===== src/rtl/lspm_pkg.sv =====
`timescale 1ns / 1ps
// ----------------------------------------------------------------------------
// lspm_pkg: shared types and constants of the looping sample player
// Action and register codes, reset values, controller states and the
// command and status words between controller and datapath.
// ----------------------------------------------------------------------------
package lspm_pkg;

    localparam int SAMPLE_ADDR_BITS_DEF = 12;

    localparam int LEN_W     = 13;
    localparam int SPEED_W   = 24;
    localparam int GAIN_W    = 16;
    localparam int PAN_W     = 17;
    localparam int SAMPLE_W  = 16;
    localparam int MIX_W     = 24;
    localparam int ADDR_IN_W = 12;
    localparam int CFG_IDX_W = 3;
    localparam int CFG_DAT_W = 24;
    localparam int FRAC_W    = 16;

    localparam logic [1:0] ACT_FRAME = 2'd0;
    localparam logic [1:0] ACT_START = 2'd1;
    localparam logic [1:0] ACT_STOP  = 2'd2;
    localparam logic [1:0] ACT_LOAD  = 2'd3;

    localparam logic [CFG_IDX_W-1:0] CFG_LENGTH = 3'd0;
    localparam logic [CFG_IDX_W-1:0] CFG_SPEED  = 3'd1;
    localparam logic [CFG_IDX_W-1:0] CFG_AMP    = 3'd2;
    localparam logic [CFG_IDX_W-1:0] CFG_VOLUME = 3'd3;
    localparam logic [CFG_IDX_W-1:0] CFG_PAN    = 3'd4;

    localparam logic [LEN_W-1:0]   RST_LENGTH = 13'd0;
    localparam logic [SPEED_W-1:0] RST_SPEED  = 24'd65536;
    localparam logic [GAIN_W-1:0]  RST_AMP    = 16'd16384;
    localparam logic [GAIN_W-1:0]  RST_VOLUME = 16'd16384;
    localparam logic [PAN_W-1:0]   RST_PAN    = 17'd32768;

    localparam logic [PAN_W-1:0] PAN_ONE = 17'h10000;

    typedef enum logic [3:0] {
        ST_IDLE,
        ST_POS,
        ST_POS_WAIT,
        ST_READ,
        ST_M_AMP,
        ST_M_VOL,
        ST_M_LLO,
        ST_M_LHI,
        ST_M_RLO,
        ST_M_RHI,
        ST_M_SUMR,
        ST_WRAP,
        ST_WRAP_WAIT,
        ST_DONE
    } t_state;

    typedef enum logic [2:0] {
        MUL_NONE,
        MUL_AMP,
        MUL_VOL,
        MUL_LLO,
        MUL_LHI,
        MUL_RLO,
        MUL_RHI,
        MUL_SUMR
    } t_mul;

    typedef struct packed {
        logic cap;
        logic mod_start;
        logic mod_wrap;
        logic ram_rd;
        logic adv;
        logic wrap_keep;
        t_mul mul_op;
        logic done;
    } t_cmd;

    typedef struct packed {
        logic go;
        logic mod_done;
        logic wrap_need;
        logic out_free;
    } t_sts;

endpackage


===== src/rtl/lspm_ctrl.sv =====
`timescale 1ns / 1ps
// ----------------------------------------------------------------------------
// lspm_ctrl: sample player controller
// Sequences capture, index remainder, sample read, multiply steps, phase
// wrap and result write-back.
// ----------------------------------------------------------------------------
module lspm_ctrl (
    input  logic           i_clk,
    input  logic           i_rst_n,
    input  logic           i_in_valid,
    output logic           o_in_ready,
    input  lspm_pkg::t_sts i_sts,
    output lspm_pkg::t_cmd o_cmd
);

    lspm_pkg::t_state r_state;
    lspm_pkg::t_state n_state;

    always_ff @(posedge i_clk) begin
        if (!i_rst_n) begin
            r_state <= lspm_pkg::ST_IDLE;
        end else begin
            r_state <= n_state;
        end
    end

    always_comb begin
        n_state = r_state;
        case (r_state)
            lspm_pkg::ST_IDLE: begin
                if (i_in_valid) begin
                    n_state = lspm_pkg::ST_POS;
                end
            end
            lspm_pkg::ST_POS: begin
                n_state = i_sts.go ? lspm_pkg::ST_POS_WAIT : lspm_pkg::ST_DONE;
            end
            lspm_pkg::ST_POS_WAIT: begin
                if (i_sts.mod_done) begin
                    n_state = lspm_pkg::ST_READ;
                end
            end
            lspm_pkg::ST_READ:   n_state = lspm_pkg::ST_M_AMP;
            lspm_pkg::ST_M_AMP:  n_state = lspm_pkg::ST_M_VOL;
            lspm_pkg::ST_M_VOL:  n_state = lspm_pkg::ST_M_LLO;
            lspm_pkg::ST_M_LLO:  n_state = lspm_pkg::ST_M_LHI;
            lspm_pkg::ST_M_LHI:  n_state = lspm_pkg::ST_M_RLO;
            lspm_pkg::ST_M_RLO:  n_state = lspm_pkg::ST_M_RHI;
            lspm_pkg::ST_M_RHI:  n_state = lspm_pkg::ST_M_SUMR;
            lspm_pkg::ST_M_SUMR: n_state = lspm_pkg::ST_WRAP;
            lspm_pkg::ST_WRAP: begin
                n_state = i_sts.wrap_need ? lspm_pkg::ST_WRAP_WAIT : lspm_pkg::ST_DONE;
            end
            lspm_pkg::ST_WRAP_WAIT: begin
                if (i_sts.mod_done) begin
                    n_state = lspm_pkg::ST_DONE;
                end
            end
            lspm_pkg::ST_DONE: begin
                if (i_sts.out_free) begin
                    n_state = lspm_pkg::ST_IDLE;
                end
            end
            default: n_state = lspm_pkg::ST_IDLE;
        endcase
    end

    always_comb begin
        o_in_ready      = 1'b0;
        o_cmd.cap       = 1'b0;
        o_cmd.mod_start = 1'b0;
        o_cmd.mod_wrap  = 1'b0;
        o_cmd.ram_rd    = 1'b0;
        o_cmd.adv       = 1'b0;
        o_cmd.wrap_keep = 1'b0;
        o_cmd.mul_op    = lspm_pkg::MUL_NONE;
        o_cmd.done      = 1'b0;
        case (r_state)
            lspm_pkg::ST_IDLE: begin
                o_in_ready = 1'b1;
                o_cmd.cap  = i_in_valid;
            end
            lspm_pkg::ST_POS: begin
                o_cmd.mod_start = i_sts.go;
            end
            lspm_pkg::ST_READ: begin
                o_cmd.ram_rd = 1'b1;
                o_cmd.adv    = 1'b1;
            end
            lspm_pkg::ST_M_AMP:  o_cmd.mul_op = lspm_pkg::MUL_AMP;
            lspm_pkg::ST_M_VOL:  o_cmd.mul_op = lspm_pkg::MUL_VOL;
            lspm_pkg::ST_M_LLO:  o_cmd.mul_op = lspm_pkg::MUL_LLO;
            lspm_pkg::ST_M_LHI:  o_cmd.mul_op = lspm_pkg::MUL_LHI;
            lspm_pkg::ST_M_RLO:  o_cmd.mul_op = lspm_pkg::MUL_RLO;
            lspm_pkg::ST_M_RHI:  o_cmd.mul_op = lspm_pkg::MUL_RHI;
            lspm_pkg::ST_M_SUMR: o_cmd.mul_op = lspm_pkg::MUL_SUMR;
            lspm_pkg::ST_WRAP: begin
                o_cmd.mod_start = i_sts.wrap_need;
                o_cmd.mod_wrap  = i_sts.wrap_need;
                o_cmd.wrap_keep = !i_sts.wrap_need;
            end
            lspm_pkg::ST_DONE: begin
                o_cmd.done = i_sts.out_free;
            end
            default: begin
            end
        endcase
    end

endmodule


===== config.mk =====
export PLATFORM = sky130hd
export DESIGN_NAME = lspm_ctrl
export DESIGN_NICKNAME = d
export VERILOG_FILES = /design/src/rtl/lspm_pkg.sv /design/src/rtl/lspm_ctrl.sv
export SDC_FILE = /design/constraint.sdc
export NUM_CORES = 1
export LEC_CHECK = 0
export CAP_MARGIN = 20
export CORE_AREA = 5 5 42 44
export CTS_CLUSTER_SIZE = 40
export DETAILED_ROUTE_END_ITERATION = 16
export DIE_AREA = 0 0 47 49
export DONT_BUFFER_PORTS = 1
export HOLD_SLACK_MARGIN = 0.15
export PLACE_DENSITY = 0.49
export SETUP_SLACK_MARGIN = 0.2
export SYNTH_ARGS = -nofsm -noshare
export SYNTH_HDL_FRONTEND = slang
export SYNTH_SLANG_ARGS = --single-unit

===== constraint.sdc =====
create_clock -name i_clk -period 1.9 [get_ports i_clk]
set_clock_uncertainty 0.05 [all_clocks]
set_input_delay 0.19 -clock i_clk [delete_from_list [all_inputs] [get_ports i_clk]]
set_output_delay 0.19 -clock i_clk [all_outputs]
set_load 0.01 [all_outputs]

==> impl_metrics.yaml <==
critical_path:
  ff2ff_path_depth: 5
  timing.reg2reg.setup_slack_ps: 370
  critPathMaxFanout: 11
  rr_endpoint: "r_state[0]"
  r2r_start: "r_state[0]"
  critical_path_required_ps: 1660
  crit_path_end_kind: "output pin"
  worst-setup-path-type: "reg2out"
  cp_data_arrival_time_ps: 1370
  cp-start-kind: "flip-flop"
clocking:
  h-tree-depth: 1
  post_cts_buffers: 0
  clk_latency_ps: 230
  cts_root_buf: "clkbuf_4"
  cts_tree: "yes"
  cts_buffers: 3
  cts.path.max_buffers: 2
  cts.sinks: 4
  clk_pin_slew_ps: 30
worst_hold_path:
  holdPathEnd: "r_state[3]"
  holdCritPathClass: "in2reg"
  hp-start: "i_rst_n"
  hold_depth: 3
layout:
  diodes: 0
  largestRegisters: "r_state: 4 flops"
  regMostFlops: "r_state"
  largest_reg_flops: 4
  layout-drive-gt1-share_pct: 13.43
  area_growth_pct: 9.511
  fill_cells: 162
  nets: 76
global_route:
  grt.total_usage_pct: 9.725
  overflow: 0
  grt_pass1_wl_um: 1690
  antenna_found_initial: 0
  grt_pass1_vias: 400
  grt_max_degree: 22
route:
  vias_per_cell: 5.518
  drt_iter0_drc: 7
  drc: 0
  wl_um: 1032
  vias: 458
  wl_per_cell_um: 12.43
  first_pass_iters: 4
  ant_nets: 0
timing:
  finalMaxSlewViolations: 0
  tightest_slew_ps: 381.6
  post-route-period-util_pct: 84.51
  setup_tns_ps: 0
  rsz0062_at_grt: "true"
  hold_violations: 0
  period_minus_slack_ps: 1606
  maxSlewHeadroom_pct: 74.47
  setup_viol: 0
  final.hold.worst_slack_ps: 254.2
  max_freq_mhz: 622.8
logic_synthesis:
  syn_inst: 67
  ys_seq_area_share_pct: 17.39
  yosys.area.top_type: "dfxtp_1"
  syn_area_um2: 460.4
  yosys-top-cells-area: "dfxtp_1, mux2i_1, a21oi_1"
  synth-seq-cells: 4
  synth_area_per_cell_um2: 6.872
  synthTopCellsByCount: "nand2_1, nor2_1, a21oi_1, buf_2, o21ai_0"
  asyncSetResetFlopFracSynth_pct: 0
  ys_warn_count: 0
  synth_edf_count: 0
  synth.distinct_cells: 32
  yosysTopAreaCellShare_pct: 17.39
  syn-num-nets: 74
  ys.flop_type: "dfxtp_1"
floorplanning:
  ios: 18
  fp.dieH_um: 49
  die_w_um: 47
  die_area_um2: 2303
  rows: 14
  coreArea_um2: 1401
  initial_core_util_pct: 32.86
pwr:
  leakage_nw: 0.1880
  peakVddDrop_v: 0.0004883
  power.density_nw_per_um2: 1524
status:
  status: "completed"
placement:
  gp_congestion: 0.7152
  dp_hpwl_um: 761.4
  portBuffers: 0
job:
  maxCapViolCount: 0
[logic make-up (layout without fill, tap and decap cells)]
kind of cell | after synthesis | count (layout) | share of synthesized area (%)
compound gates | 16 | 16 | 22.01
mux | 3 | 3 | 6.522
flops | 4 | 4 | 17.39
simple gates | 31 | 31 | 37.50
buf+inv | 11 | 11 | 12.77
xor+xnor | 2 | 2 | 3.805
[cell type report]
class | count | area (um^2) | share of cell area, %
multi-input combinational | 52 | 321.6 | 63.77
sequential | 4 | 82.58 | 16.38
timing repair buffer | 6 | 50.05 | 9.926
clock buffer | 3 | 22.52 | 4.466
tap | 16 | 20.02 | 3.970
inverter | 2 | 7.507 | 1.489
[what timing repair did]
action,CTS,global route
setup endpoints to repair,1,6
hold endpoints to repair,4,0
gates cloned,0,0
gates resized for setup,1,2
hold buffers,2,0
[critical path, cell delays in order, from the launching register on]
cell and delay [ps]:
dfxtp_1 460, buf_4 230, nand3b_1 120, nor2_1 330
[layer usage]
layer / part of all wire, % / global-route usage (%) / vias up
li1: - / - / 241
met1: 46 / 13.44 / 208
met2: 48 / 13.80 / 9
met3: 5.9 / 1.476 / 0
met4: 0 / 5.530 / 0
met5: 0 / 0 / -
[per-stage QoR]
stage / instances / utilization, % / worst slack [ps] / cell area (um^2) / total power, mW
detailed placement: 78 / 32.77 / 274.1 / 459.2 / 0.6651
floorplan: 67 / - / 265.7 / 460.4 / 0.5903
global route: 83 / 35.98 / 182.2 / 504.2 / 0.8419
global placement: 78 / 32.77 / 269.0 / 459.2 / 0.6661
CTS: 83 / 35.89 / 222.8 / 503.0 / 0.7777
finish: 83 / 35.98 / 294.3 / 504.2 / 0.7687
[worst max path at each step]
stage | start | to | slack, ps
floorplan | r_state[3] | o_cmd[9] | 270
global placement | r_state[2] | r_state[0] | 270
detailed placement | r_state[2] | r_state[0] | 270
CTS | r_state[1] | o_cmd[3] | 220
global route | r_state[0] | o_cmd[4] | 180
finish | r_state[0] | o_cmd[6] | 290
[layout by cell type (no fill, tap or decap), drive strengths merged]
| cell | count |
|---|---|
| o21ai | 5 |
| nor4bb | 1 |
| nor2 | 6 |
| a32o | 1 |
| or4b | 1 |
| a41oi | 1 |
| a21o | 1 |
| clkbuf | 3 |
| nand3 | 2 |
| inv | 2 |
| xnor2 | 2 |
| and2 | 2 |
| buf | 4 |
| a211oi | 1 |
| o21a | 1 |
| mux2i | 3 |
| o32a | 1 |
| nor3b | 1 |
| nor2b | 1 |
| dfxtp | 4 |
| nand2b | 1 |
| and3b | 1 |
| nor3 | 1 |
| dlygate4sd3 | 2 |
| or3 | 2 |
| nor4 | 4 |
| a21oi | 5 |
| nand2 | 6 |
| and3 | 1 |
| nand3b | 1 |
[power breakdown]
| part | switching, mW | leakage [nW] | total [mW] | internal [mW] |
|---|---|---|---|---|
| registers | 0.0989 | 0.0338 | 0.221 | 0.122 |
| logic | 0.233 | 0.140 | 0.448 | 0.215 |
| clock network | 0.0292 | 0.0138 | 0.0995 | 0.0703 |
Note: power is estimated with default switching activity, not from simulation.
